===== src/rtl/core/rmq_sqrt.sv =====
// Pipelined integer square root, one root bit per stage, RB stages.
// Standalone; no package use.
module rmq_sqrt #(
	parameter int RB = 16
) (
	input  logic            clk,
	input  logic            en,
	input  logic [2*RB-1:0] rad,
	output logic [RB-1:0]   root
);

	logic [RB+2:0]   rem_s  [RB];
	logic [RB-1:0]   root_s [RB];
	logic [2*RB-1:0] rad_s  [RB];

	for (genvar k = 0; k < RB; k++) begin : g_st
		logic [RB+2:0]   rem_i, rsh, trial;
		logic [RB-1:0]   root_i;
		logic [2*RB-1:0] rad_i;
		logic            ge;

		if (k == 0) begin : g_first
			assign rem_i  = '0;
			assign root_i = '0;
			assign rad_i  = rad;
		end else begin : g_next
			assign rem_i  = rem_s[k-1];
			assign root_i = root_s[k-1];
			assign rad_i  = rad_s[k-1];
		end

		// remainder never exceeds twice the partial root
		assign rsh   = {rem_i[RB:0], rad_i[2*RB-1 -: 2]};
		assign trial = {1'b0, root_i, 2'b01};
		assign ge    = rsh >= trial;

		always_ff @(posedge clk) begin
			if (en) begin
				rem_s[k]  <= ge ? rsh - trial : rsh;
				root_s[k] <= {root_i[RB-2:0], ge};
				rad_s[k]  <= rad_i << 2;
			end
		end
	end

	assign root = root_s[RB-1];

endmodule


===== config.mk =====
export PLATFORM = sky130hd
export DESIGN_NAME = rmq_sqrt
export DESIGN_NICKNAME = d
export VERILOG_FILES = /design/src/rtl/core/rmq_sqrt.sv
export SDC_FILE = /design/constraint.sdc
export NUM_CORES = 1
export LEC_CHECK = 0
export BUFFER_PORTS_ARGS = -buffer_cell sky130_fd_sc_hd__buf_4
export CAP_MARGIN = 20
export CORE_ASPECT_RATIO = 0.7
export CORE_UTILIZATION = 53
export CTS_BUF_LIST = sky130_fd_sc_hd__clkbuf_8
export DETAILED_ROUTE_END_ITERATION = 7
export PLACE_DENSITY = 0.71
export SETUP_SLACK_MARGIN = 0.4
export SLEW_MARGIN = 20
export SYNTH_ARGS = -nofsm -noshare
export SYNTH_HDL_FRONTEND = slang
export SYNTH_SLANG_ARGS = --single-unit

===== constraint.sdc =====
create_clock -name clk -period 2.78 [get_ports clk]
set_input_delay 0.139 -clock clk [delete_from_list [all_inputs] [get_ports clk]]
set_output_delay 0.139 -clock clk [all_outputs]
set_load 0.05 [all_outputs]

* Yosys cells after proc, flatten, opt, wreduce, memory -nomap -nowiden
Memory sizes are Yosys's and may differ from the RTL's.
Index checks and enable logic that the tools add are counted.
** Word-level totals
- Input port bits :: 34
- RAM bits :: 1040
- Memories :: 3
- Logic and storage cells :: 53
- Register bits :: 0
- Output and inout port bits :: 16
** Memories
- rad_s :: depth 16, bits a word 30, read ports 15, clocked after Yosys merged registers in 0, wr ports 16, RTL line 14 : logic [2*RB-1:0] rad_s [RB];
- rem_s :: depth 16, bits a word 19, read ports 15, clocked after Yosys merged registers in 0, wr ports 16, RTL line 12 : logic [RB+2:0] rem_s [RB];
- root_s :: depth 16, bits a word 16, read ports 16, clocked after Yosys merged registers in 0, wr ports 16, RTL line 13 : logic [RB-1:0] root_s [RB];
** Cells by class
- Add/subtract/negate cells :: 16
- Mux-type cells :: 18
- $lt $le $gt $ge :: 16
** Operators by type and width (count)
- two-way mux 19 bit :: 16
- greater-or-equal comparator 19 x 18 -> 1 bit :: 15
- subtractor 19 x 18 -> 19 bit :: 15
- subtractor 2 x 1 -> 3 bit (second input constant) :: 1
- greater-or-equal comparator 2 x 1 -> 1 bit (second input constant) :: 1
- two-way mux 1 bit :: 2

* Logic depth before layout (Yosys ltp)
Gate-level depths: netlist of run 1.
An unclocked memory read counts as a cell.
- Word-level depth :: 3
- Gate-level depth with buffers :: 11
- Gate-level depth less buffers :: 9

* Worst setup path after synthesis of run 1
No wires, ideal clock.
- Path kind :: flip-flop to flip-flop
- Start point :: memory rem_s[1][85] (netlist name)
- End point :: memory rem_s[1][101] (netlist name) (data pin)
- Stages on the path, launching flop included :: 11
- Clock period less this slack :: 2576 ps
- Data required time :: 2520 ps
- Path buffers :: 2
- Data arrival time :: 2315 ps
- Slack :: 204 ps
- Path through :: edfxtp_1 > ha_1 > clkbuf_1 > nand3_1 > or4_1 > nor4_1 > nor3_1 > and3_4 > inv_4 > buf_6 > mux2_4
** RTL lines (RTL line)
- start, declared :: 12

==> impl_metrics.csv, run 1 <==
group,metric,value,unit
run_status,status,"finished clean",
worst_setup_path,cp-start-kind,"flip-flop",
synth,synth_edf_count,613,
worst_setup_path,r2r_slack,30,ps
synth,syn_avg_cell_area,13.34,sq um
timing,max_freq,363.8,MHz
floorplan,die_area,55420,sq um
worst_setup_path,critPathBufInv,2,
synth,ys_types,100,
synth,yosysSeqAreaShare,0.6377,
cts,htreeDepth,3,
placement,dp_hpwl,39410,um
drt,first_iter_violations,1669,
final_layout,area_growth,27.78,%
cts,clkTransAtPathRegs,60,ps
timing,fin_crit_sh,0.9887,
worst_setup_path,worstPathMaxFanout,5,
final_layout,final_cell_mix,"edfxtp_1 (613), buf_4 (272), inv_1 (195), nor2_1 (123), clkbuf_8 (94)",
timing,hold_violations,0,
synth,yosys.area.top_type,"edfxtp_1",
placement,port_buffers,49,
cts,cts_tree,"done",
worst_setup_path,end_kind,"flip-flop",
worst_setup_path,r2r_cells,9,
worst_setup_path,r2r-start,"rem_s[1][106]",
global_route,grtUsageTotal,0.2190,
drt,drc_errors,0,
worst_setup_path,worstPathCellList,"ha_4, nand4_1, or4_4, nand2_2, a21o_1, a21oi_4, inv_4, clkbuf_16, mux2_4",
timing,worst_pin_slew,532.4,ps
timing,skew,41.28,ps
floorplan,start_util,0.5371,
drt,vias,18958,
synth,syn_inst,2164,
timing,finalWorstPathRequiredPeriod,2749,ps
hold_path,timing.hold.worst_endpoint,"rad_s[0][17]",
final_layout,seqCellArea,18410,sq um
synth,yosys-top-cells-area,"edfxtp_1 (64%), ha_1 (6.6%), xnor2_1 (2.9%)",
drt,wl,63700,um
cts,cts_buffer_depth,3,
hold_path,whs_path_depth,2,
worst_setup_path,r2r-end,"rem_s[1][123]",
final_layout,multi_input_area,11780,sq um
global_route,grt_overflow_total,0,
floorplan,io_pins,50,
timing,setup_violations,0,
drt,viasPerCell,5.579,
synth,synth_warnings,0,
final_layout,final_common_cell,"edfxtp_1",
final_layout,drive_gt1_frac,0.3105,
synth,ys_ff_latch,613,
hold_path,hp-class,"in2reg",
global_route,grt_max_degree,95,
final_layout,final_nets,2778,
cts,tritoncts_num_sinks,613,
floorplan,die_w,280.9,um
worst_setup_path,cpPeakStageDelay,630,ps
synth,synth_area,28870,sq um
placement,dpl_worst_slack,-218.6,ps
global_route,grt_pass1_wl,95120,um
worst_setup_path,crit_arrival,3200,ps
job,drv_cap,0,
timing,slew_viol_final,0,
pwr,ir_drop,0.4943,mV
floorplan,die_h,197.3,um
cts,worstSkewPairLatency,720,ps
worst_setup_path,critPathTopFamily,"simple AND/OR/NAND/NOR gates",
placement,globalplace.congestion,0.9382,
cts,cts_buffers,94,
drt,first_pass_iters,5,
synth,synth_top_area_share,0.6377,
worst_setup_path,crit_path_top_delay_cell,"or4_4",
floorplan,core,53750,sq um
worst_setup_path,crit_type,"reg2reg",
hold_path,min_from,"rad[17]",
synth,syn_nets,2350,
pwr,p_leak,14.28,nW
floorplan,rows,71,
drt,drt.antenna.violating_nets,0,
final_layout,nFillCells,3563,
global_route,antenna_found_initial,1,
cts,ctsRootBufferMaster,"clkbuf_8",
timing,slew_headroom,0.6431,
timing,fin_hold_ws,139.4,ps
worst_setup_path,cp.required,3230,ps
synth,synthFlopType,"edfxtp_1",
synth,async_reset_ff_frac,0,
timing,rsz0062_at_grt,"true",
pwr,power_density,671.4,nW/um^2
global_route,grt_pass1_vias,17896,
drt,routedWlPerCell,18.74,um
timing,fin_ws,31.44,ps
## Yosys cell counts (all sizes together) (4+ instances only)
cell,number
mux2,54
o22ai,10
a41oi,4
a21boi,9
o211ai,18
inv,197
o21ai,89
o31ai,12
nor2b,18
nand3b,6
buf,18
clkbuf,14
a221oi,5
or4,17
or3,37
o31a,9
nor4b,7
nand3,38
or2,15
a211oi,21
a21oi,127
o221ai,4
xnor2,96
a31oi,9
edfxtp,613
mux2i,10
nand2b,26
and2,16
a31o,5
nor2,144
o21a,29
nand2,93
o21bai,10
ha,152
and3,9
a211o,5
a21o,27
nor4,19
nor3,51
xor2,56
nand4,23
## power breakdown
| part | internal [mW] | leakage (nW) | switching [mW] |
|---|---|---|---|
| Sequential | 11.4 | 5.87 | 0.635 |
| Combinational | 2.76 | 7.41 | 2.78 |
| Clock | 3.59 | 0.999 | 3.61 |
| Total | 17.7 | 14.3 | 7.02 |
## kinds of logic (layout without fill, tap and decap cells)
logic type	after synthesis	in the layout	synth area share
AOI/OAI and AO/OA	423	423	0.09639
adders and majority gates	152	152	0.06588
muxes	64	64	0.02700
other	1	2	0.0001299
and+or+nand+nor	530	531	0.09505
DFF	613	613	0.6377
buffers and inverters	229	731	0.03177
xor gates and xnor gates	152	152	0.04612
## flip-flops by register name, indices dropped and copies added (netlist names)
register / flops
root_s: 136
rad_s: 240
rem_s: 237
## layout make-up
class                   instances  area share
inverters                     197     0.02032
well taps                     730     0.02476
repair buffers                362     0.08792
diodes                          1  0.00006784
flip-flops and latches        613      0.4990
clock buffers                  94     0.03507
repair inverters                1   0.0004409
multi-input cells            1323      0.3193
clock inverters                77     0.01313
## metrics by stage
| stage | total power, mW | area [sq um] | util | setup TNS (ps) | cells |
|---|---|---|---|---|---|
| finish | 24.76 | 36890 | 0.6863 | 0 | 3398 |
| CTS | 24.07 | 34770 | 0.6469 | 0 | 3277 |
| detailed placement | 16.24 | 30910 | 0.5751 | -2365 | 3002 |
| global placement | 16.08 | 30910 | 0.5751 | -1196 | 3002 |
| global route | 25.88 | 36890 | 0.6863 | 0 | 3398 |
| floorplan | 14.87 | 29030 | - | 0 | 2164 |
## worst max path at each step
stage	to	from	depth (start not counted)	slack (ps)
after global routing	rem_s[1][109]	root_s[1][65]	10	20
after floorplan	rem_s[1][120]	rem_s[1][107]	10	250
after global placement	rem_s[1][78]	root_s[1][48]	8	-130
after CTS	rem_s[1][109]	rem_s[1][77]	9	120
final	rem_s[1][123]	rem_s[1][106]	9	30
after detailed placement	rem_s[1][81]	root_s[1][48]	8	-220
## per-layer routing
layer	GRT usage	share of wire
met4	0.05626	0.019
met2	0.3110	0.44
met1	0.3353	0.47
met5	0	0
met3	0.05310	0.073
## timing repair
| item | 4_1_cts | 5_1_grt |
|---|---|---|
| hold buffers | 34 | 0 |
| hold endpoints to repair | 81 | 0 |
| cloned | 5 | 4 |
| resized for setup | 195 | 249 |
| setup endpoints to repair | 164 | 197 |
| setup buffers | 65 | 116 |
| pin swaps | 68 | 109 |
Note: power is estimated with default switching activity, not from simulation.
==> run 2: changes to the inputs <==
PLACE_DENSITY = 0.68   (was 0.71)
clock period = 2.55 ns   (was 2.78 ns; I/O delays follow)
==> impl_metrics.csv, run 2 (synthesis results as in run 1) <==
group,metric,value,unit
pwr,ir_drop,0.4596,mV
hold_path,whs_path_depth,2,
floorplan,die_w,280.9,um
run_status,status,"finished, violations left",
floorplan,start_util,0.5371,
worst_setup_path,cp.required,3020,ps
placement,dpl_worst_slack,-128.8,ps
worst_setup_path,cp-start-kind,"flip-flop",
timing,slew_viol_final,0,
global_route,antenna_found_initial,0,
final_layout,n_antenna_cell,0,
final_layout,largest_reg_flops,240,
worst_setup_path,crit_type,"reg2reg",
final_layout,final_common_cell,"edfxtp_1",
worst_setup_path,critPathTopFamily,"simple AND/OR/NAND/NOR gates",
final_layout,reg_top3,"rad_s x240, rem_s x237, root_s x136",
global_route,grt_overflow_total,0,
pwr,power_density,702.0,nW/um^2
worst_setup_path,cpPeakStageDelay,560,ps
cts,htreeDepth,3,
pwr,p_leak,15.17,nW
final_layout,seqCellArea,18410,sq um
final_layout,final_nets,2908,
placement,dp_hpwl,39790,um
timing,fin_ws,-12.80,ps
final_layout,top_register,"rad_s",
pwr,pwr-share-comb,0.245,
final_layout,nFillCells,3338,
timing,finalWorstPathRequiredPeriod,2563,ps
timing,slew_headroom,0.6031,
worst_setup_path,crit_path_start,"rem_s[1][105]",
drt,first_pass_iters,5,
cts,cts_buffer_depth,3,
global_route,grt_pass1_vias,18532,
timing,fin_hold_ws,129.5,ps
worst_setup_path,r2r_cells,9,
worst_setup_path,end_kind,"flip-flop",
worst_setup_path,endpoint,"rem_s[1][124]",
drt,drc_errors,0,
final_layout,multi_input_area,12830,sq um
cts,cts_tree,"done",
global_route,grt_max_degree,106,
cts,worstSkewPairLatency,720,ps
job,drv_cap,0,
pwr,p_sw_frac,0.2868,
timing,worst_pin_slew,595.4,ps
pwr,seqPwrFrac,0.480,
timing,hold_violations,0,
timing,fin_crit_sh,1.005,
drt,drt.antenna.violating_nets,0,
run_status,violations,"setup timing",
final_layout,final_cell_mix,"edfxtp_1 (613), buf_4 (369), inv_1 (192), nor2_1 (101), clkbuf_8 (92)",
drt,vias,19539,
drt,routedWlPerCell,18.71,um
cts,tritoncts_num_sinks,613,
cts,ctsRootBufferMaster,"clkbuf_8",
timing,max_freq,390.2,MHz
worst_setup_path,r2r-end,"rem_s[1][124]",
global_route,grtUsageTotal,0.2256,
final_layout,area_growth,34.92,%
worst_setup_path,crit_arrival,3030,ps
global_route,grt_pass1_wl,98460,um
floorplan,core,53750,sq um
worst_setup_path,worstPathCellList,"ha_4, nand4_1, or4_4, nand2_2, a21o_1, a21oi_4, inv_4, clkbuf_16, mux2_4",
floorplan,die_area,55420,sq um
drt,wl,65880,um
hold_path,hp-class,"in2reg",
final_layout,drive_gt1_frac,0.4019,
floorplan,rows,71,
timing,rsz0062_at_grt,"true",
worst_setup_path,r2r_slack,-10,ps
pwr,p_int,19.50,mW
worst_setup_path,critPathBufInv,2,
worst_setup_path,cp.depth,9,
pwr,pwr-share-clk,0.276,
placement,globalplace.congestion,0.9501,
worst_setup_path,worstPathMaxFanout,5,
worst_setup_path,r2r-start,"rem_s[1][105]",
floorplan,die_h,197.3,um
floorplan,io_pins,50,
cts,cts_buffers,92,
cts,clkTransAtPathRegs,70,ps
pwr,p_sw,7.841,mW
timing,skew,45.89,ps
timing,setup_violations,6,
placement,port_buffers,49,
drt,viasPerCell,5.548,
worst_setup_path,crit_path_top_delay_cell,"or4_4",
drt,first_iter_violations,1678,
## run 2: worst min-delay path by stage
stage	slack, ps	from	end
4_1_cts	70	rad[26]	rad_s[0][26]
3_3_place_gp	310	rad[12]	rad_s[0][12]
3_5_place_dp	310	rad[3]	rad_s[0][3]
5_1_grt	100	rad[6]	rad_s[0][6]
6_report	130	rad[21]	rad_s[0][21]
2_1_floorplan	230	rad[0]	rad_s[0][0]
## run 2: cell type report
cell class                 instances  area share
clock inverter                    72     0.01050
clock buffer                      92     0.03251
inverter                         197     0.01937
timing repair buffer             494      0.1120
timing repair inverter             1   0.0002891
tap                              730     0.02345
sequential                       613      0.4726
multi-input combinational       1323      0.3293
## run 2: layer usage
metal / vias to the layer above / part of all wire / global-route usage
li1: 9248 / - / -
met3: 113 / 0.064 / 0.04400
met2: 607 / 0.44 / 0.3263
met4: 0 / 0.018 / 0.05910
met5: - / 0 / 0
met1: 9571 / 0.48 / 0.3470
## run 2: power by group through the flow
stage	combinational [mW]	sequential (mW)	clock, mW
floorplan	3.38	13.0	0
global placement	4.66	13.2	0
detailed placement	4.79	13.2	0
CTS	5.75	13.0	7.70
global route	7.20	13.2	8.14
finish	6.69	13.1	7.54
## run 2: per-stage QoR
step,util,instance area [sq um],setup TNS [ps],power [mW],instances
2_1_floorplan,-,29530,0,16.42,2164
3_3_place_gp,0.5926,31850,-153.3,17.85,3069
3_5_place_dp,0.5926,31850,-2282,18.01,3069
4_1_cts,0.6827,36690,0,26.50,3420
5_1_grt,0.7247,38950,-872.3,28.55,3522
6_report,0.7247,38950,-44.17,27.34,3522
## run 2: what timing repair did
action,4_1_cts,5_1_grt
pin swaps,139,136
hold buffers,34,0
endpoints found under the hold margin,67,0
setup buffers,148,99
endpoints found under the setup margin,220,232
resized for setup,339,316
gates cloned,5,3
## run 2: worst reg2reg max path, cell delays in order, from the launching register on
cell and delay [ps]:
edfxtp_1 430, ha_4 290, nand4_1 170, or4_4 560, nand2_2 90, a21o_1 150
a21oi_4 50, inv_4 110, clkbuf_16 170, mux2_4 290
