$ cat config.mk
export PLATFORM = sky130hd
export DESIGN_NAME = rmq_div
export DESIGN_NICKNAME = d
export VERILOG_FILES = /design/src/rtl/core/rmq_pkg.sv /design/src/rtl/core/rmq_div.sv
export SDC_FILE = /design/constraint.sdc
export NUM_CORES = 1
export LEC_CHECK = 0
export BUFFER_PORTS_ARGS = -buffer_cell sky130_fd_sc_hd__buf_2
export CAP_MARGIN = 20
export CORE_MARGIN = 1.5
export CORE_UTILIZATION = 35
export CTS_CLUSTER_DIAMETER = 50
export DETAILED_ROUTE_END_ITERATION = 10
export PLACE_DENSITY_LB_ADDON = 0.05
export RECOVER_POWER = 100
export SLEW_MARGIN = 20
export SYNTH_ARGS = -nofsm -noshare
export SYNTH_HDL_FRONTEND = slang
export SYNTH_SLANG_ARGS = --single-unit
$ cat constraint.sdc
create_clock -name clk -period 6.07 [get_ports clk]
set_clock_uncertainty 0.05 [all_clocks]
set_input_delay 1.214 -clock clk [delete_from_list [all_inputs] [get_ports clk]]
set_output_delay 1.214 -clock clk [all_outputs]
set_load 0.005 [all_outputs]
$ cat src/rtl/core/rmq_pkg.sv
// Shared constants and types for the rotation matrix to quaternion pipeline.
// No dependencies; rmq_front, rmq_div, the top and the bench refer to it by scoped names.
package rmq_pkg;

	localparam int FRAC_BITS_DEF = 14;
	localparam int IN_W          = 16;
	localparam int SUM_W         = 17;   // off-diagonal sums and differences
	localparam int QUO_BITS      = 15;   // quotient bits kept; larger saturates anyway

	localparam logic [1:0] PICK_X = 2'd0;
	localparam logic [1:0] PICK_Y = 2'd1;
	localparam logic [1:0] PICK_Z = 2'd2;
	localparam logic [1:0] PICK_W = 2'd3;

	typedef struct packed {
		logic [1:0] pick;
		logic       flag;
	} side_t;

endpackage

$ cat src/rtl/core/rmq_div.sv
// Pipelined rounded divide: round(|a| * 2^FRAC_BITS / (4*v)), restoring,
// one quotient bit per stage, QUO_BITS + 2 stages. Uses rmq_pkg.
module rmq_div #(
	parameter int FRAC_BITS = rmq_pkg::FRAC_BITS_DEF,
	parameter int RB        = 16
) (
	input  logic                             clk,
	input  logic                             en,
	input  logic signed [rmq_pkg::SUM_W-1:0] a,
	input  logic [RB-1:0]                    v,
	output logic [rmq_pkg::QUO_BITS-1:0]     q,
	output logic                             ovf,
	output logic                             neg
);

	localparam int SW = rmq_pkg::SUM_W;
	localparam int QB = rmq_pkg::QUO_BITS;
	localparam int DW = ((SW + FRAC_BITS > RB + 2) ? SW + FRAC_BITS : RB + 2) + 1;
	localparam int CW = ((DW > RB + 2 + QB) ? DW : RB + 2 + QB) + 1;

	logic [SW-1:0]   mag;
	logic [DW-1:0]   num_s1;
	logic [RB+1:0]   den_s1, den_s2;
	logic            neg_s1, neg_s2, ovf_s2;
	logic [CW-1:0]   num_s2;

	logic [CW-1:0]   rem_s [QB];
	logic [RB+1:0]   den_s [QB];
	logic [QB-1:0]   q_s   [QB];
	logic            ovf_s [QB];
	logic            neg_s [QB];

	assign mag = a[SW-1] ? unsigned'(-a) : unsigned'(a);

	// adding 2v (half the divisor) turns truncation into round half away
	always_ff @(posedge clk) begin
		if (en) begin
			num_s1 <= (DW'(mag) << FRAC_BITS) + DW'({v, 1'b0});
			den_s1 <= {v, 2'b00};
			neg_s1 <= a[SW-1];
			num_s2 <= CW'(num_s1);
			den_s2 <= den_s1;
			neg_s2 <= neg_s1;
			ovf_s2 <= CW'(num_s1) >= (CW'(den_s1) << QB);
		end
	end

	for (genvar j = 0; j < QB; j++) begin : g_st
		logic [CW-1:0] rem_i, dsh;
		logic [RB+1:0] den_i;
		logic [QB-1:0] q_i;
		logic          ovf_i, neg_i, ge;

		if (j == 0) begin : g_first
			assign rem_i = num_s2;
			assign den_i = den_s2;
			assign q_i   = '0;
			assign ovf_i = ovf_s2;
			assign neg_i = neg_s2;
		end else begin : g_next
			assign rem_i = rem_s[j-1];
			assign den_i = den_s[j-1];
			assign q_i   = q_s[j-1];
			assign ovf_i = ovf_s[j-1];
			assign neg_i = neg_s[j-1];
		end

		assign dsh = CW'(den_i) << (QB - 1 - j);
		assign ge  = rem_i >= dsh;

		always_ff @(posedge clk) begin
			if (en) begin
				rem_s[j] <= ge ? rem_i - dsh : rem_i;
				den_s[j] <= den_i;
				q_s[j]   <= {q_i[QB-2:0], ge};
				ovf_s[j] <= ovf_i;
				neg_s[j] <= neg_i;
			end
		end
	end

	assign q   = q_s[QB-1];
	assign ovf = ovf_s[QB-1];
	assign neg = neg_s[QB-1];

endmodule

Word-level counts from Yosys, hierarchy flattened
Memory sizes are Yosys's and may differ from the RTL's.
Index checks and enable logic that the tools add are counted.
Widths: inputs -> output; s select.

word-level totals
  bits in registers = 99
  bits in writable memories = 1035
  input port bits = 35
  output and inout bits = 17
  word-level logic and storage cells = 63
  memories kept = 5

memories
  memory  words  width  read ports  clocked after Yosys merged registers in  wr ports  line           text
  rem_s   15     34     14          0                                        15        rmq_div.sv:27  logic [CW-1:0] rem_s [QB];
  den_s   15     18     14          0                                        15        rmq_div.sv:28  logic [RB+1:0] den_s [QB];
  q_s     15     15     15          0                                        15        rmq_div.sv:29  logic [QB-1:0] q_s [QB];
  neg_s   15     1      15          0                                        15        rmq_div.sv:31  logic neg_s [QB];
  ovf_s   15     1      15          0                                        15        rmq_div.sv:30  logic ovf_s [QB];

cells by class
  add/subtract/negate cells = 17
  $lt $le $gt $ge = 16
  mux-type cells = 18

operators with widths
  operator          number
  $mux 34           15
  $ge 34x18->1      1
  $ge 34x19->1      1
  $ge 34x20->1      1
  $ge 34x21->1      1
  $ge 34x22->1      1
  $ge 34x23->1      1
  $ge 34x24->1      1
  $ge 34x25->1      1
  $ge 34x26->1      1
  $ge 34x27->1      1
  $ge 34x28->1      1
  $ge 34x29->1      1
  $ge 34x30->1      1
  $ge 34x31->1      1
  $sub 34x18->34    1
  $sub 34x19->34    1
  $sub 34x20->34    1
  $sub 34x21->34    1
  $sub 34x22->34    1
  $sub 34x23->34    1
  $sub 34x24->34    1
  $sub 34x25->34    1
  $sub 34x26->34    1
  12 further kinds  13

Logic depth before layout (Yosys ltp)
Gate-level depths: netlist (run 1).

  depth in word-level cells = 3
  mapped depth = 14
  gate-level depth less buffers = 13

Least setup slack after synthesis (run 1)
OpenSTA, ideal clock, no wires.

  path type = input port to flip-flop
  start = input a[16] (netlist name)
  end = register num_s1[26], data pin
  setup time = 0.258 ns
  data arrival time = 3.689 ns
  data required time = 5.762 ns
  path slack = 2.073 ns
  stages on the path = 13
  path buffers = 2
  cell sequence = clkbuf_1 clkbuf_1 nand2_1 o21ai_0 inv_1 fa_1 inv_1 a21oi_1 or4_1 nor3_1 o21ai_0 a21oi_1 xnor2_1

between the ends
  longest elaborated chain between the ends = 2

ends and longest elaborated chain
  element               line           text
  start, declared       rmq_div.sv:9   input logic signed [rmq_pkg::SUM_W-1:0] a,
  $mux 17               rmq_div.sv:33  assign mag = a[SW-1] ? unsigned'(-a) : unsigned'(a);
  $add 31x17->32        rmq_div.sv:38  num_s1 <= (DW'(mag) << FRAC_BITS) + DW'({v, 1'b0});
  end signal, assigned  rmq_div.sv:38
  end, declared         rmq_div.sv:22  logic [DW-1:0] num_s1;

No other way between the ends.
A chain may end at the register's enable or synchronous reset.

==> flow_summary.json, run 1 <==
{
  "die_h_um": 351,
  "drt-pass1-iter-count": 5,
  "p_int_mw": 14.1,
  "whs_path_depth": 0,
  "setup_ws_ns": 1.34,
  "async_reset_ff_share_pct": 0,
  "fin_crit_sh_pct": 77.9,
  "crit_required_ns": 6.47,
  "setup.worst_path.class": "flop to flop",
  "r2r_slack_ns": 1.34,
  "p_leak_nw": 18.3,
  "fill_cells": 11585,
  "min_from": "q_s[0][106]$_DFFE_PP_",
  "end_kind": "flop",
  "clockBufferDepth": 3,
  "gr-total-overflow": 0,
  "switching_power_mw": 6.93,
  "run_status": "finished with violations",
  "tns_ns": 0,
  "holdPathEnd": "q_s[1][2]$_DFFE_PP_",
  "rsz0062_at_grt": "false",
  "synth_most_common_cell": "edfxtp_1",
  "setup_viol": 0,
  "hold_viol_final": 0,
  "arrival_ns": 5.13,
  "syn2layout_area_growth_pct": 13.8,
  "failed_checks": "capacitance limit, slew limit",
  "power.density_nw_per_um2": 436,
  "cp-start-kind": "flop",
  "startpoint": "den_s2[3]$_DFFE_PP_",
  "die-area_um2": 123000,
  "synth_cells": 3630,
  "yosysTopAreaCell": "edfxtp_1",
  "clkLatencyLatePin_ns": 0.71,
  "clockRootBuffer": "clkbuf_16",
  "via_per_inst": 5.01,
  "path_clk_slew_ns": 0.06,
  "finalMaxSlewViolations": 731,
  "reg2regPathDepth": 10,
  "antenna_found_initial": 1,
  "drc": 0,
  "grt_pass1_wl_um": 158000,
  "num_antenna_cells": 0,
  "ant_nets": 0,
  "io_pins": 52,
  "cts_hold_buffers": 0,
  "first_iter_violations": 1830,
  "yosys-top-cells-count": "edfxtp_1, inv_1, nor2_1",
  "seq_power_share_pct": 39.5,
  "vias": 27367,
  "rows": 127,
  "postCtsSetupRepairBufs": 0,
  "reg2reg_to": "rem_s[0][23]$_DFFE_PP_",
  "synth.avg_cell_area_um2": 11.7,
  "grt_start_max_net_pins": 154,
  "ir_drop_mv": 0.230,
  "rr_startpoint": "den_s2[3]$_DFFE_PP_",
  "coreArea_um2": 120000,
  "track_usage_pct": 16.5,
  "grt_pass1_vias": 27470,
  "max_freq_mhz": 211,
  "max-cap-violations": 9,
  "routed_wl_um": 101000,
  "yosysWarnings": 0,
  "syn_nets": 3938,
  "place_congestion": 0.874,
  "initial_utilization_pct": 35.3,
  "ys_ff_latch": 790,
  "synth-main-ff-cell": "edfxtp_1",
  "max_slew.worst_pin.slew_ns": 4.41,
  "clock_power_share_pct": 31.3,
  "synth_area_um2": 42400,
  "synth_top_cell_area_share_pct": 56.0,
  "hpwl_um": 74800,
  "clock_sinks": 790,
  "die_w_um": 351,
  "wl_per_cell_um": 18.4,
  "io_buffers": 51,
  "min_period_ns": 4.73,
  "cts_buffers": 115,
  "fin_util_pct": 40.2,
  "synth-edff-count": 790,
  "worstHoldPathType": "flop to flop",
  "layout.nets": 4059,
  "pre_cts_ws_ns": 1.83,
  "sw_frac_of_total_pct": 33.0,
  "p_comb_share_pct": 29.3,
  "drive_above_1_share_pct": 8.21,
  "cts_tree": "built",
  "ys_types": 88,
  "htreeDepth": 3,
  "max_slew_margin_pct": -194,
  "placed_area_um2": 44600,
  "stdcell_area_um2": 48200,
  "ys_seq_area_share_pct": 56.0,
  "synth_top_cells_by_area": "edfxtp_1, ha_1, xnor2_1, inv_1, a21oi_1",
  "cts_resized": 0,
  "cp_max_fo": 18
}
==> state kept, by name, summed over array words and instances (netlist names) <==
register / flops
den_s: 224
q_s: 120
rem_s: 345
neg_s: 15
neg_s1: 1
den_s1: 16
den_s2: 16
num_s1: 18
g_st.neg_i: 1
g_st.rem_i: 18
ovf_s: 15
g_st.ovf_i: 1
==> per-stage QoR <==
step                power, mW  instances  hold slack (ns)
global route             22.4       5459            0.367
floorplan                12.8       3630            0.350
global placement         14.6       5246            0.350
finish                   21.0       5459            0.363
CTS                      21.4       5459            0.362
detailed placement       14.6       5246            0.355
==> placed cells by master, fill, tap and decap left out, types with 115 or more instances in the layout <==
cell	netlist	routed
xor2_1	119	119
nor2_1	268	268
xnor2_1	166	166
a21oi_1	245	246
nand2_1	212	212
inv_1	329	329
ha_1	258	258
edfxtp_1	790	790
clkbuf_16	0	115
o21ai_0	172	181
==> how the worst max path moves through the flow <==
stage                              end  cells past startpoint
6_report        rem_s[0][23]$_DFFE_PP_                     10
5_1_grt         rem_s[0][19]$_DFFE_PP_                     10
4_1_cts        rem_s[1][152]$_DFFE_PP_                     12
3_5_place_dp   rem_s[1][153]$_DFFE_PP_                     12
3_3_place_gp   rem_s[1][153]$_DFFE_PP_                     12
2_1_floorplan     num_s1[26]$_DFFE_PP_                     13
==> critical path: stages, from the launching register on <==
cell and delay (ns):
edfxtp_1 0.41, inv_1 0.07, ha_1 0.31, nor2b_1 0.13
o21ai_0 0.18, a21boi_0 0.18, o31ai_1 0.51, o211ai_1 0.33
a311o_1 0.45, a21oi_1 1.38, mux2_2 0.45
==> routing by layer <==
metal	vias to the layer above	share of wire [%]	GRT usage [%]	wire length, um
met5	-	0	0	0
met4	0	3.2	5.57	3200
met3	176	3.5	2.69	3520
met2	474	47	27.1	46900
met1	12976	47	22.1	46900
li1	13741	-	-	-
==> kinds of logic (layout without fill, tap and decap cells) <==
| kind of cell | count (synthesis) | in the layout | synth area share [%] |
|---|---|---|---|
| fa+ha+maj | 273 | 273 | 8.32 |
| other cells | 1 | 1 | 0.00885 |
| compound gates | 795 | 795 | 12.0 |
| simple gates | 1015 | 1015 | 12.3 |
| xor+xnor | 285 | 285 | 5.89 |
| buf+inv | 397 | 614 | 3.61 |
| mux | 74 | 74 | 1.94 |
| flops | 790 | 790 | 56.0 |
==> final cells by class <==
| cell class | instances | area, um2 | share of cell area, % |
|---|---|---|---|
| repair buffers | 71 | 323 | 0.669 |
| inverters | 330 | 1240 | 2.57 |
| multi-input cells | 2443 | 17100 | 35.5 |
| well taps | 1612 | 2020 | 4.18 |
| flip-flops and latches | 790 | 23700 | 49.2 |
| clock buffers | 127 | 2920 | 6.06 |
| clock inverters | 86 | 913 | 1.89 |
==> power by group through the flow <==
stage               combinational, mW  sequential, mW  clock (mW)
global route                     6.98            8.43        7.03
finish                           6.16            8.30        6.58
floorplan                        4.78            7.98           0
detailed placement               6.21            8.38           0
global placement                 6.23            8.42           0
CTS                              6.25            8.30        6.81
Note: power is estimated with default switching activity, not from simulation.
==> run 2, diff against run 1 <==
Clock period 6.07 ns to 4.2 ns, I/O delays scaled along.
==> flow_summary.json, run 2 (same netlist as run 1, synthesis figures left out) <==
{
  "clock_power_share_pct": 31.6,
  "grt_start_max_net_pins": 106,
  "largest-register": "rem_s",
  "path_clk_slew_ns": 0.06,
  "reg2reg_to": "q_s[0][45]$_DFFE_PP_",
  "initial_utilization_pct": 35.3,
  "clock_sinks": 790,
  "track_usage_pct": 16.7,
  "first_iter_violations": 1550,
  "cp-start-kind": "flop",
  "place_congestion": 0.841,
  "rr_startpoint": "den_s[0][50]$_DFFE_PP_",
  "grt_pass1_vias": 27797,
  "max-cap-violations": 2,
  "ir_drop_mv": 0.392,
  "syn2layout_area_growth_pct": 14.7,
  "io_buffers": 51,
  "cts_buffers": 113,
  "drc": 0,
  "clockRootBuffer": "clkbuf_16",
  "cts_hold_buffers": 0,
  "max_slew_margin_pct": -35.1,
  "cp_max_fo": 15,
  "coreArea_um2": 120000,
  "max_slew.worst_pin.slew_ns": 2.03,
  "power.density_nw_per_um2": 632,
  "max_freq_mhz": 257,
  "postCtsSetupRepairBufs": 0,
  "largest_reg_flops": 345,
  "routed_wl_um": 102000,
  "die-area_um2": 123000,
  "p_int_mw": 20.7,
  "layout_commonest_cell": "edfxtp_1",
  "p_total_mw": 30.7,
  "biggestRegsByFlops": "rem_s (345), den_s (224), q_s (120)",
  "dpl.cell_count": 5293,
  "hpwl_um": 76800,
  "clkLatencyLatePin_ns": 0.72,
  "fin_cells": 5506,
  "min_period_ns": 3.90,
  "sw_frac_of_total_pct": 32.7,
  "antenna_found_initial": 0,
  "rows": 127,
  "io_pins": 52,
  "ant_nets": 0,
  "final_cell_mix": "edfxtp_1, inv_1, nor2_1",
  "crit_required_ns": 4.62,
  "layout.nets": 4104,
  "die_h_um": 351,
  "hold_viol_final": 0,
  "finalMaxSlewViolations": 61,
  "reg2regPathDepth": 9,
  "fin_crit_sh_pct": 92.8,
  "num_antenna_cells": 0,
  "run_status": "finished with violations",
  "cts_tree": "built",
  "min_from": "v[10]",
  "seq_power_share_pct": 39.1,
  "grt_pass1_wl_um": 159000,
  "holdPathEnd": "den_s1[12]$_DFFE_PP_",
  "p_leak_nw": 18.4,
  "die_w_um": 351,
  "p_comb_share_pct": 29.3,
  "end_kind": "flop",
  "r2r_slack_ns": 0.30,
  "arrival_ns": 4.32,
  "setup.worst_path.class": "flop to flop",
  "clockBufferDepth": 3,
  "switching_power_mw": 10.0,
  "cts_resized": 0,
  "failed_checks": "capacitance limit, slew limit",
  "htreeDepth": 3,
  "setup_viol": 0,
  "wl_per_cell_um": 18.5,
  "gr-total-overflow": 0,
  "worstHoldPathType": "primary input to flop",
  "tns_ns": 0,
  "rsz0062_at_grt": "false",
  "drt-pass1-iter-count": 5,
  "drive_above_1_share_pct": 8.42,
  "whs_path_depth": 1,
  "via_per_inst": 5.00,
  "vias": 27512
}
[run 2: changes by cell type in the layout (fill, tap and decap cells not counted), sizes merged]
cell / change
bufinv: +5
buf: +18
clkinvlp: +1
inv: -3
clkinv: -5
clkbuf: +31
[run 2: worst max path at each step]
stage | from | to | cells after the start
after global routing | den_s[0][21]$_DFFE_PP_ | rem_s[0][101]$_DFFE_PP_ | 11
final | den_s[0][50]$_DFFE_PP_ | q_s[0][45]$_DFFE_PP_ | 9
after global placement | den_s[1][59]$_DFFE_PP_ | rem_s[1][141]$_DFFE_PP_ | 12
after CTS | den_s[1][59]$_DFFE_PP_ | rem_s[1][148]$_DFFE_PP_ | 12
after detailed placement | den_s[1][59]$_DFFE_PP_ | rem_s[1][148]$_DFFE_PP_ | 12
after floorplan | a[16] | num_s1[26]$_DFFE_PP_ | 13
[run 2: power groups by stage]
stage	logic (mW)	registers, mW	clock network (mW)
after floorplan	6.91	11.5	0
after global placement	9.13	12.2	0
after detailed placement	9.10	12.1	0
after CTS	9.17	12.0	10.0
after global routing	10.2	12.2	10.3
final	9.00	12.0	9.72
[run 2: area by class of cell]
cell class,count,area (um2)
multi-input combinational,2443,17100
sequential,790,23700
timing repair buffer,118,621
inverter,330,1240
clock buffer,129,2910
clock inverter,84,1000
fill,11512,71400
tap,1612,2020
[run 2: worst max-delay path, stage by stage, from the launching register on]
cell and delay (ns):
edfxtp_1 0.42, inv_1 0.11, ha_1 0.24, nand2b_1 0.17
a21oi_1 0.25, o21ai_0 0.28, a311oi_1 0.57, a311o_1 0.44
clkbuf_1 0.68, clkbuf_1 0.43
[run 2: per-layer routing]
| metal | up-vias | global-route usage, % | part of all wire [%] |
|---|---|---|---|
| met5 | - | 0 | 0 |
| met4 | 0 | 5.34 | 2.8 |
| met3 | 172 | 2.79 | 3.1 |
| met2 | 367 | 27.8 | 47 |
| met1 | 13147 | 22.1 | 47 |
| li1 | 13826 | - | - |
[run 2: stage by stage]
step | cell area, um2 | hold slack, ns | setup slack (ns) | utilization [%]
final | 48600 | 0.246 | 0.303 | 40.5
after global routing | 48600 | 0.185 | 0.0994 | 40.5
after CTS | 48900 | 0.173 | 0.359 | 40.8
after detailed placement | 45000 | 0.355 | 0.405 | 37.5
after global placement | 45000 | 0.350 | 0.435 | 37.5
after floorplan | 42400 | 0.350 | 0.577 | -
