===== src/rtl/core/rmq_pkg.sv =====
// Shared constants and types for the rotation matrix to quaternion pipeline.
// No dependencies; rmq_front, rmq_div, the top and the bench refer to it by scoped names.
package rmq_pkg;

	localparam int FRAC_BITS_DEF = 14;
	localparam int IN_W          = 16;
	localparam int SUM_W         = 17;   // off-diagonal sums and differences
	localparam int QUO_BITS      = 15;   // quotient bits kept; larger saturates anyway

	localparam logic [1:0] PICK_X = 2'd0;
	localparam logic [1:0] PICK_Y = 2'd1;
	localparam logic [1:0] PICK_Z = 2'd2;
	localparam logic [1:0] PICK_W = 2'd3;

	typedef struct packed {
		logic [1:0] pick;
		logic       flag;
	} side_t;

endpackage


===== src/rtl/core/rmq_front.sv =====
// Front end: candidates and off-diagonal terms (stage 1), largest pick,
// radicand and per-component numerators (stage 2). Uses rmq_pkg.
module rmq_front #(
	parameter int FRAC_BITS = rmq_pkg::FRAC_BITS_DEF,
	parameter int EW        = 20,
	parameter int RB        = 16
) (
	input  logic                              clk,
	input  logic                              en,
	input  logic signed [rmq_pkg::IN_W-1:0]   r00,
	input  logic signed [rmq_pkg::IN_W-1:0]   r01,
	input  logic signed [rmq_pkg::IN_W-1:0]   r02,
	input  logic signed [rmq_pkg::IN_W-1:0]   r10,
	input  logic signed [rmq_pkg::IN_W-1:0]   r11,
	input  logic signed [rmq_pkg::IN_W-1:0]   r12,
	input  logic signed [rmq_pkg::IN_W-1:0]   r20,
	input  logic signed [rmq_pkg::IN_W-1:0]   r21,
	input  logic signed [rmq_pkg::IN_W-1:0]   r22,
	output logic [2*RB-1:0]                   rad_s2,
	output rmq_pkg::side_t                    side_s2,
	output logic signed [rmq_pkg::SUM_W-1:0]  a_s2 [4]
);

	localparam int SW = rmq_pkg::SUM_W;
	localparam logic signed [EW-1:0] ONE = {{(EW-1-FRAC_BITS){1'b0}}, 1'b1, {FRAC_BITS{1'b0}}};

	logic signed [EW-1:0] m00, m11, m22;
	logic signed [EW-1:0] e_s1 [4];
	logic signed [SW-1:0] s01_s1, s20_s1, s12_s1, d12_s1, d20_s1, d01_s1;

	logic [1:0]           p01, p23, pick;
	logic signed [EW-1:0] e01, e23, emax;
	logic                 flag;
	logic signed [SW-1:0] a_c [4];

	assign m00 = EW'(r00);
	assign m11 = EW'(r11);
	assign m22 = EW'(r22);

	always_ff @(posedge clk) begin
		if (en) begin
			e_s1[0] <= m00 - m11 - m22 + ONE;
			e_s1[1] <= m11 - m00 - m22 + ONE;
			e_s1[2] <= m22 - m00 - m11 + ONE;
			e_s1[3] <= m00 + m11 + m22 + ONE;
			s01_s1  <= SW'(r01) + SW'(r10);
			s20_s1  <= SW'(r20) + SW'(r02);
			s12_s1  <= SW'(r12) + SW'(r21);
			d12_s1  <= SW'(r12) - SW'(r21);
			d20_s1  <= SW'(r20) - SW'(r02);
			d01_s1  <= SW'(r01) - SW'(r10);
		end
	end

	// pairwise tree; lower index keeps a tie at both levels
	always_comb begin
		p01  = (e_s1[1] > e_s1[0]) ? rmq_pkg::PICK_Y : rmq_pkg::PICK_X;
		e01  = (e_s1[1] > e_s1[0]) ? e_s1[1] : e_s1[0];
		p23  = (e_s1[3] > e_s1[2]) ? rmq_pkg::PICK_W : rmq_pkg::PICK_Z;
		e23  = (e_s1[3] > e_s1[2]) ? e_s1[3] : e_s1[2];
		pick = (e23 > e01) ? p23 : p01;
		emax = (e23 > e01) ? e23 : e01;
		flag = emax[EW-1] || (emax == '0);
		a_c[0] = '0;
		a_c[1] = '0;
		a_c[2] = '0;
		a_c[3] = '0;
		case (pick)
			rmq_pkg::PICK_X: begin
				a_c[1] = s01_s1;
				a_c[2] = s20_s1;
				a_c[3] = d12_s1;
			end
			rmq_pkg::PICK_Y: begin
				a_c[0] = s01_s1;
				a_c[2] = s12_s1;
				a_c[3] = d20_s1;
			end
			rmq_pkg::PICK_Z: begin
				a_c[0] = s20_s1;
				a_c[1] = s12_s1;
				a_c[3] = d01_s1;
			end
			default: begin
				a_c[0] = d12_s1;
				a_c[1] = d20_s1;
				a_c[2] = d01_s1;
			end
		endcase
	end

	always_ff @(posedge clk) begin
		if (en) begin
			rad_s2       <= flag ? '0 :
				((2*RB)'(unsigned'(emax[EW-2:0])) << (FRAC_BITS - 2));
			side_s2.pick <= pick;
			side_s2.flag <= flag;
			a_s2         <= a_c;
		end
	end

endmodule


===== config.mk =====
export PLATFORM = sky130hd
export DESIGN_NAME = rmq_front
export DESIGN_NICKNAME = d
export VERILOG_FILES = /design/src/rtl/core/rmq_pkg.sv /design/src/rtl/core/rmq_front.sv
export SDC_FILE = /design/constraint.sdc
export NUM_CORES = 1
export LEC_CHECK = 0
export BUFFER_PORTS_ARGS = -buffer_cell sky130_fd_sc_hd__buf_2
export CAP_MARGIN = 20
export CORE_ASPECT_RATIO = 0.6
export CORE_MARGIN = 5
export CORE_UTILIZATION = 30
export CTS_BUF_LIST = sky130_fd_sc_hd__clkbuf_2 sky130_fd_sc_hd__clkbuf_4 sky130_fd_sc_hd__clkbuf_8
export DETAILED_ROUTE_END_ITERATION = 8
export PLACE_DENSITY = 0.47
export SYNTH_ARGS = -nofsm -noshare
export SYNTH_HDL_FRONTEND = slang
export SYNTH_SLANG_ARGS = --single-unit

===== constraint.sdc =====
create_clock -name clk -period 12.2 [get_ports clk]
set_clock_uncertainty 0.15 [all_clocks]
set_input_delay 2.44 -clock clk [delete_from_list [all_inputs] [get_ports clk]]
set_output_delay 2.44 -clock clk [all_outputs]
set_load 0.02 [all_outputs]

[Word-level counts from Yosys, hierarchy flattened]
Memory sizes are Yosys's and may differ from the RTL's.
Index checks and enable logic that the tools add are counted.
Word-level totals
  input port bits: 146
  memories kept: 1
  memory bits (writable): 80
  flip-flop bits (word level): 205
Cells by class
  add/sub/neg operators: 18
  magnitude comparators: 3
  reduce and logical (&&, ||, !) cells: 3
  mux-type cells: 12
  equal/unequal tests: 2
Memory list
  e_s1: depth 4, bits a word 20, read ports 4, clocked after Yosys merged registers in 0, wr ports 4, line rmq_front.sv:28  | logic signed [EW-1:0] e_s1 [4];
Operators by type and width (number)
  $pmux 17 s3: 4
  $sub 16x16->17: 6
  $add 18x16->19 const B: 4
  $add 16x16->17: 4
  $gt 20x20->1: 3
  $mux 20: 3
  $sub 17x16->18: 3
  $logic_not 20->1: 1
  $add 17x16->18: 1
  $mux 1: 4
  $eq 2x1->1 const B: 1
  $eq 2x2->1 const B: 1
  $logic_not 2->1: 1
  $mux 2: 1
  $logic_or 1x1->1: 1

[Depth between registers and ports, before layout]
Gate-level depths: netlist of run 1.
An unclocked memory read counts as a cell.
  depth after elaboration: 7
  gate-level depth with buffers: 24
  depth with buffers taken out: 21

[Worst setup path before layout of run 1]
Ideal clock, no wire load.
  kind: in2reg
  start: in r00[2] (netlist name)
  end: mem e_s1[0][16], data pin
  data required time: 11.789 ns
  path slack: 6.310 ns
  library setup time: 0.261 ns
  data arrival time: 5.479 ns
  stages: 13
  path through: fa_1 ha_1 ha_1 fa_1 a21o_1 a21oi_1 o21bai_1 a211o_1 nand3_1 nand4_1 o211a_1 a2111o_1 o311a_1
RTL lines
  from (decl): line rmq_front.sv:10  | input logic signed [rmq_pkg::IN_W-1:0] r00,
  to (decl): line rmq_front.sv:28

==> out/qor.yml, run 1 <==
outcome: "finished, final reports clean"
clkTransAtPathRegs_ns: 0.06
num_rows: 75
period_share: 0.566
postSynthCellCount: 1987
relSlewSlack: 0.256
ir_drop_uv: 268
cts-root-buf: "clkbuf_8"
htreeDepth: 2
die_y_um: 216
power.leakage_nw: 10.7
ys.flop_type: "edfxtp_1"
p_sw_mw: 2.80
wl_mm: 66.6
port_buffers: 235
worst-endpoint-required_ns: 12.33
pwr-share-clk: 0.139
rsz0062_at_grt: "false"
hold_viol_final: 0
clkSinkCount: 262
cp.arrival_ns: 7.03
crit_path_end_kind: "flip-flop"
placed_cell_area_um2: 23200
ys_types: 81
numCtsBuffers: 46
crit_family: "compound AO/OA/AOI/OAI gates"
swShare: 0.467
register_area_um2: 7870
holdBufCountCts: 0
routed-wl-met3_mm: 5.03
yosysSeqAreaShare: 0.372
path_class: "reg -> reg"
cp_max_fo: 84
yosys.area.top_type: "edfxtp_1"
crit_path_start: "e_s1[1][17]$_DFFE_PP_"
dieArea_um2: 76100
grt_pass1_wl_mm: 98.1
r2r_start: "e_s1[1][17]$_DFFE_PP_"
max_cap_violations: 0
crit_buf_inv: 2
grt_max_degree: 130
insertion_delay_ns: 0.59
crit_path_top_delay_cell: "mux2i_4"
cts_buffer_depth: 3
ys_warn_count: 0
dr_total_vias: 15732
synth_area_leaders: "edfxtp_1, ha_1, fa_1"
grt_util_all_layers: 0.170
power_mw: 6.00
internal_power_mw: 3.20
drt-met1-wl_mm: 36.7
cts_setup_buffers: 0
hp-start: "d01_s1[3]$_DFFE_PP_"
worst_pin_slew_ns: 1.11
setup_viol: 0
cts_resized: 0
startpoint_type: "flip-flop"
vias_per_cell: 4.95
power_density_nw_per_um2: 248
pin_count: 249
wire_per_inst_um: 21.0
drt_iter0_drc: 1157
finalMaxSlewViolations: 0
ant_nets: 0
first_pass_iters: 5
grt_pass1_vias: 15371
max_freq_ghz: 0.145
pwr-share-seq: 0.295
fin_nets: 2715
synthToLayoutAreaGrowth_pct: 14.3
avgSynthCellArea_um2: 10.7
route.detailed.drc: 0
multi_input_area_um2: 12100
cts_tree: "yes"
layout-drive-gt1-share: 0.157
synth_area_um2: 21200
pwr-share-comb: 0.566
die_w_um: 353
coreArea_um2: 69900
place_congestion: 0.907
top_layer: "met5"
dp_hpwl_mm: 53.9
synth-edff-count: 262
async_flop_share: 0
slowest_delay_ns: 0.79
path_cells: "ha_1 > a21oi_1 > o21ai_0 > a21oi_1 > o21ai_1 > nor3_1 > o21a_1 > buf_4 > mux2i_1 > ha_1 > nand3_1 > or4_4 > nand2b_1 > o41ai_1 > a22oi_2 > buf_4 > mux2i_4 > a211oi_1"
synth_top_area_frac: 0.372
post-route-util: 0.346
grt_overflow_total: 0
hp-class: "reg -> reg"
start_util: 0.303
synth-seq-cells: 262
fillers: 7059
antenna_found_initial: 17
stdcell_area_um2: 24200
dr_wl_met2_mm: 23.7
final.setup.tns_ns: 0
fin_crit_ns: 6.90
==> worst register-to-register path: cells and delay by family (launching register included) <==
kind	cells	cell delay (ns)
flip-flops	1	0.47
buffers and inverters	2	1.12
AO/OA/AOI/OAI	8	1.73
multiplexers	2	1.42
adder cells (fa/ha/maj)	2	0.58
AND/OR/NAND/NOR	4	1.15
==> final timing paths <==
| kind | end | slack, ns | cells past startpoint |
|---|---|---|---|
| setup / recovery | rad_s2[18]$_SDFFCE_PP0P_ | 5.30 | 18 |
| hold / removal | a_s2[20]$_DFFE_PP_ | 0.44 | 2 |
| setup reg to reg | rad_s2[18]$_SDFFCE_PP0P_ | 5.30 | 18 |
| hold reg to reg | a_s2[20]$_DFFE_PP_ | 0.44 | 2 |
==> kinds of logic (layout without fill, tap and decap cells) <==
kind of cell,count (synthesis),in the layout,share of synthesized area
AND/OR/NAND/NOR,434,434,0.104
flip-flops,262,262,0.372
multiplexers,91,91,0.0442
XOR/XNOR,122,122,0.0505
buffers and inverters,302,551,0.0581
AO/OA/AOI/OAI,420,420,0.135
other,1,18,0.000177
adder cells (fa/ha/maj),355,355,0.236
==> per-stage QoR <==
step	std cells	hold slack, ns	worst slack, ns
after floorplan	2000	0.391	6.31
after global placement	3089	0.425	5.53
after detailed placement	3089	0.417	5.42
after CTS	3172	0.433	5.42
after global routing	3176	0.465	4.99
final	3177	0.442	5.30
==> cell usage after synthesis, types with 14 or more instances <==
cell,instances
clkbuf_1,38
a21oi_1,101
mux2i_1,85
edfxtp_1,262
o21bai_1,19
xor2_1,31
fa_1,74
and3_1,18
buf_2,18
or3_1,20
o21ai_1,24
nor2_1,72
xnor2_1,91
nor2b_1,26
inv_1,224
nor3_1,37
nand4_1,18
nor4_1,15
o211ai_1,14
a21o_1,21
buf_4,15
o22ai_1,40
o21ai_0,63
nand2_1,94
ha_1,281
nand3_1,78
a211oi_1,22
==> per-layer routing <==
metal | GRT usage | vias up
li1 | - | 7647
met1 | 0.284 | 7534
met2 | 0.211 | 448
met3 | 0.0438 | 83
met4 | 0.0330 | 20
met5 | 0 | -
==> power by group through the flow <==
stage | sequential, mW | clock, mW | combinational, mW
finish | 1.77 | 0.832 | 3.40
floorplan | 1.85 | 0 | 2.21
global route | 1.80 | 0.906 | 3.74
detailed placement | 1.78 | 0 | 3.34
CTS | 1.77 | 0.862 | 3.35
global placement | 1.78 | 0 | 3.32
==> state kept, by name (all words and copies together) (netlist names) <==
name,count
d01_s1,16
s01_s1,17
e_s1,73
s12_s1,17
d12_s1,16
rad_s2,19
s20_s1,17
d20_s1,16
a_s2,68
side_s2,3
==> cells in the final DEF (no fill, tap or decap), types with 37 or more instances in the layout <==
cell type  Yosys  final
nor2_1        72     72
o21ai_0       63     63
a21oi_1      101    101
clkbuf_8       0     46
fa_1          74     74
nand2_1       94     94
edfxtp_1     262    262
mux2i_1       85     85
buf_2         18    234
nand3_1       78     78
o22ai_1       40     40
ha_1         281    281
inv_1        224    224
nor3_1        37     37
xnor2_1       91     91
==> layout make-up <==
type,count,share of cell area
Antenna cell,4,0.000414
Clock buffer,58,0.0299
Clock inverter,25,0.00786
Inverter,226,0.0351
Multi-Input combinational cell,1436,0.502
Sequential cell,262,0.325
Tap cell,924,0.0478
Timing Repair Buffer,242,0.0517
Note: power is estimated with default switching activity, not from simulation.
==> run 2, diff against run 1 <==
- clock period: 12.2 -> 6.9 ns (I/O delays scaled with it)
==> out/qor.yml, run 2 (same netlist as run 1, synthesis figures left out) <==
outcome: "finished, final reports clean"
num_rows: 75
top_regs: "e_s1 (73), a_s2 (68), rad_s2 (19)"
dieArea_um2: 76100
worst_pin_slew_ns: 1.16
worst-endpoint-required_ns: 7.12
post-place-cells: 3090
regMostFlops: "e_s1"
grt_pass1_vias: 15570
numCtsBuffers: 49
vias_per_cell: 5.03
relSlewSlack: 0.225
grt_max_degree: 128
pwr-share-clk: 0.149
die_w_um: 353
antenna_found_initial: 22
path_cells: "ha_1 > clkinv_2 > nor2_1 > a211oi_2 > nand3_2 > o211a_4 > o21ai_0 > ha_1 > a41o_1 > or2_2 > o41ai_1 > a22oi_2 > inv_2 > buf_4 > o21ai_0 > and2_1"
cts-root-buf: "clkbuf_8"
dp_worst_setup_slack_ns: 0.957
grt_util_all_layers: 0.174
power.leakage_nw: 10.8
hold_viol_final: 0
cts_buffer_depth: 3
ir_drop_uv: 412
max_freq_ghz: 0.172
hp-class: "reg -> reg"
rsz0062_at_grt: "false"
finalMaxSlewViolations: 0
place_congestion: 0.895
cp_max_fo: 72
route.detailed.drc: 0
layout_common_cells: "ha_1, edfxtp_1, buf_2, inv_1, a21oi_1"
cts_setup_buffers: 0
power_mw: 10.7
swShare: 0.464
fin_nets: 2718
crit_path_top_delay_cell: "o21ai_0"
fin_crit_ns: 5.80
layout-drive-gt1-share: 0.161
insertion_delay_ns: 0.62
layout_commonest_cell: "ha_1"
fin_ws_ns: 1.10
drt_iter0_drc: 1292
final.setup.tns_ns: 0
power_density_nw_per_um2: 442
crit_buf_inv: 3
wire_per_inst_um: 21.5
synthToLayoutAreaGrowth_pct: 14.8
crit_family: "compound AO/OA/AOI/OAI gates"
pwr-share-comb: 0.560
first_pass_iters: 5
pin_count: 249
htreeDepth: 2
ant_nets: 0
largest_register_ffs: 73
dp_hpwl_mm: 55.0
cp.arrival_ns: 6.02
pwr-share-seq: 0.290
clkTransAtPathRegs_ns: 0.06
coreArea_um2: 69900
instances_no_fill: 3181
die_y_um: 216
cts_resized: 0
grt_pass1_wl_mm: 100
startpoint_type: "flip-flop"
setup_viol: 0
port_buffers: 235
slowest_delay_ns: 0.57
period_share: 0.840
wl_mm: 68.3
cts_tree: "yes"
grt_overflow_total: 0
path_class: "reg -> reg"
internal_power_mw: 5.76
crit_path_end_kind: "flip-flop"
clkSinkCount: 262
dr_total_vias: 16004
p_sw_mw: 4.98
holdBufCountCts: 0
max_cap_violations: 0
start_util: 0.303
[run 2: cell count changes in the layout (fill, tap and decap cells not counted), sizes merged]
cell      delta
clkinv       -6
clkinvlp     -1
diode        +1
bufinv       +1
clkbuf       +9
[run 2: layer usage]
layer  global-route usage  wire (um)  share of wire  vias to the layer above
met5                    0        122         0.0018                        -
met4               0.0403       1390          0.020                       24
met3               0.0403       5060          0.074                       94
met2                0.213      23900           0.35                      504
met1                0.294      37800           0.55                     7729
li1                     -          -              -                     7653
[run 2: tightest hold or removal path, cell delays in order (launching register included)]
cell	delay [ns]
edfxtp_1	0.35
nand3_1	0.06
o21ai_0	0.07
[run 2: worst paths after layout]
check	from	to	slack, ns	cells after the start
max	e_s1[3][18]$_DFFE_PP_	rad_s2[24]$_SDFFCE_PP0P_	1.10	16
min	d01_s1[7]$_DFFE_PP_	a_s2[7]$_DFFE_PP_	0.45	2
max reg2reg	e_s1[3][18]$_DFFE_PP_	rad_s2[24]$_SDFFCE_PP0P_	1.10	16
min reg2reg	d01_s1[7]$_DFFE_PP_	a_s2[7]$_DFFE_PP_	0.45	2
[run 2: power by group through the flow]
stage	Sequential, mW	Combinational, mW	Clock (mW)
CTS	3.12	5.97	1.65
floorplan	3.27	3.91	0
global placement	3.14	5.85	0
detailed placement	3.13	5.94	0
finish	3.12	6.01	1.60
global route	3.17	6.57	1.73
[run 2: stage by stage]
stage               area (um^2)  utilization  hold slack [ns]
floorplan                 21200            -            0.391
global placement          23300        0.333            0.436
detailed placement        23300        0.333            0.414
CTS                       24300        0.347            0.450
global route              24300        0.347            0.470
finish                    24300        0.347            0.445
[run 2: final cells by class]
type                    count  area [um^2]
fillers                  7004        45600
multi-input cells        1436        12100
flip-flops and latches    262         7870
repair buffers            242         1260
well taps                 924         1160
inverters                 226          850
clock buffers              67          816
clock inverters            19          189
diodes                      5         12.5
==> run 3, diff against run 2 <==
- PLACE_DENSITY: 0.47 -> 0.48
- clock period: 6.9 -> 5.1 ns (I/O delays scaled with it)
==> out/qor.yml, run 3 (same netlist as run 1, synthesis figures left out) <==
clkSinkCount: 262
grt_util_all_layers: 0.174
period_share: 0.998
startpoint_type: "flip-flop"
cts-root-buf: "clkbuf_8"
stdcell_area_um2: 25900
outcome: "finished, final reports clean"
power_density_nw_per_um2: 676
relSlewSlack: 0.267
holdBufCountCts: 0
fin_crit_ns: 5.09
ant_nets: 0
hp-class: "reg -> reg"
rsz0062_at_grt: "true"
endpoint: "side_s2[0]$_DFFE_PP_"
regMostFlops: "e_s1"
largest_register_ffs: 73
crit_family: "compound AO/OA/AOI/OAI gates"
worst-endpoint-required_ns: 5.36
grt_pass1_wl_mm: 101
layout_commonest_cell: "ha_1"
grt_max_degree: 115
start_util: 0.303
layout_common_cells: "ha_1, edfxtp_1, buf_2, inv_1, buf_4"
cp_max_fo: 6
cp.arrival_ns: 5.35
fillers: 6841
place_congestion: 0.913
r2r_cells: 19
layout-drive-gt1-share: 0.225
final.setup.tns_ns: 0
wl_mm: 69.2
cts_buffer_depth: 3
top_regs: "e_s1 (73), a_s2 (68), rad_s2 (19)"
num_rows: 75
numCtsBuffers: 50
synthToLayoutAreaGrowth_pct: 22.3
insertion_delay_ns: 0.64
wire_per_inst_um: 20.9
max_freq_ghz: 0.197
first_pass_iters: 5
dr_total_vias: 16367
max_cap_violations: 0
worstReg2RegEnd: "side_s2[0]$_DFFE_PP_"
setup_viol: 0
crit_path_top_delay_cell: "edfxtp_1"
worst_pin_slew_ns: 1.10
cts_tree: "yes"
crit_path_start: "e_s1[1][9]$_DFFE_PP_"
path_depth: 19
path_cells: "ha_1 > a21oi_1 > o221ai_1 > a21oi_1 > o21ai_2 > o21a_1 > o21ai_4 > buf_12 > mux2i_4 > ha_4 > a41o_1 > or2_4 > nor3_4 > o31ai_4 > a22oi_2 > buf_12 > buf_4 > a22oi_2 > o41ai_4"
ir_drop_uv: 618
clkTransAtPathRegs_ns: 0.06
crit_buf_inv: 3
dp_hpwl_mm: 55.0
drt_iter0_drc: 1332
grt_overflow_total: 0
slowest_delay_ns: 0.46
crit_path_end_kind: "flip-flop"
r2r_slack_ns: 0.01
finalMaxSlewViolations: 0
pin_count: 249
die_y_um: 216
antenna_found_initial: 26
port_buffers: 235
vias_per_cell: 4.96
power.leakage_nw: 11.5
htreeDepth: 2
coreArea_um2: 69900
path_class: "reg -> reg"
power_mw: 17.5
dieArea_um2: 76100
die_w_um: 353
instances_no_fill: 3303
grt_pass1_vias: 16096
post-place-cells: 3165
fin_nets: 2832
r2r_start: "e_s1[1][9]$_DFFE_PP_"
hold_viol_final: 0
route.detailed.drc: 0
placed_cell_area_um2: 23900
[run 3: changes by cell type in the layout (fill, tap and decap cells not counted), sizes merged, moves of 2 or more]
cell and change:
buf +109, bufbuf +2, clkinvlp +2, clkinv +6
clkbuf -3, diode +7
[run 3: cell type report]
class,count,area [um^2],area share
clock inverters,26,205,0.00793
clock buffers,62,778,0.0301
well taps,924,1160,0.0447
inverters,226,855,0.0330
flip-flops and latches,262,7870,0.304
repair buffers,355,2340,0.0903
multi-input cells,1436,12700,0.489
diodes,12,30.0,0.00116
[run 3: worst register-to-register path, stage by stage, from the launching register on]
cell and delay, ns:
edfxtp_1 0.46, ha_1 0.33, a21oi_1 0.17, o221ai_1 0.12, a21oi_1 0.20, o21ai_2 0.16
o21a_1 0.26, o21ai_4 0.18, buf_12 0.16, mux2i_4 0.38, ha_4 0.27, a41o_1 0.29
or2_4 0.28, nor3_4 0.22, o31ai_4 0.10, a22oi_2 0.25, buf_12 0.17, buf_4 0.17
a22oi_2 0.13, o41ai_4 0.44
[run 3: through the flow]
stage	hold WS, ns	setup slack [ns]	util
after floorplan	0.391	0.302	-
after global placement	0.410	-0.450	0.342
after detailed placement	0.415	-0.393	0.342
after CTS	0.445	-0.0290	0.360
after global routing	0.465	-0.171	0.370
final	0.445	0.0111	0.370
[run 3: how the worst min path moves through the flow]
stage               cells past startpoint  slack [ns]            endpoint                 start
floorplan                               2        0.39  a_s2[10]$_DFFE_PP_  d01_s1[10]$_DFFE_PP_
global placement                        2        0.41  a_s2[19]$_DFFE_PP_   d01_s1[2]$_DFFE_PP_
detailed placement                      2        0.42  a_s2[11]$_DFFE_PP_  d01_s1[11]$_DFFE_PP_
CTS                                     2        0.45  a_s2[11]$_DFFE_PP_  d01_s1[11]$_DFFE_PP_
global route                            2        0.47  a_s2[11]$_DFFE_PP_  d01_s1[11]$_DFFE_PP_
finish                                  2        0.44  a_s2[19]$_DFFE_PP_   d01_s1[2]$_DFFE_PP_
[run 3: what timing repair did]
item                                    4_1_cts  5_1_grt
endpoints found under the setup margin       81       84
buffers inserted                             12       27
pin swaps                                    12       46
resized for setup                            24       75
gates cloned                                  2        2
[run 3: power by group]
part / total (mW) / leakage (nW) / internal [mW] / switching [mW]
clock: 2.12 / 0.509 / 1.15 / 0.970
combinational: 11.2 / 8.37 / 4.94 / 6.28
sequential: 4.17 / 2.59 / 3.68 / 0.490
[run 3: layer usage]
layer / routed length [um] / part of all wire / track usage / vias to the layer above
met5: 160 / 0.0023 / 0 / -
met4: 1260 / 0.018 / 0.0379 / 26
met3: 5700 / 0.082 / 0.0519 / 116
met2: 25100 / 0.36 / 0.221 / 485
met1: 36900 / 0.53 / 0.281 / 7841
li1: - / - / - / 7899
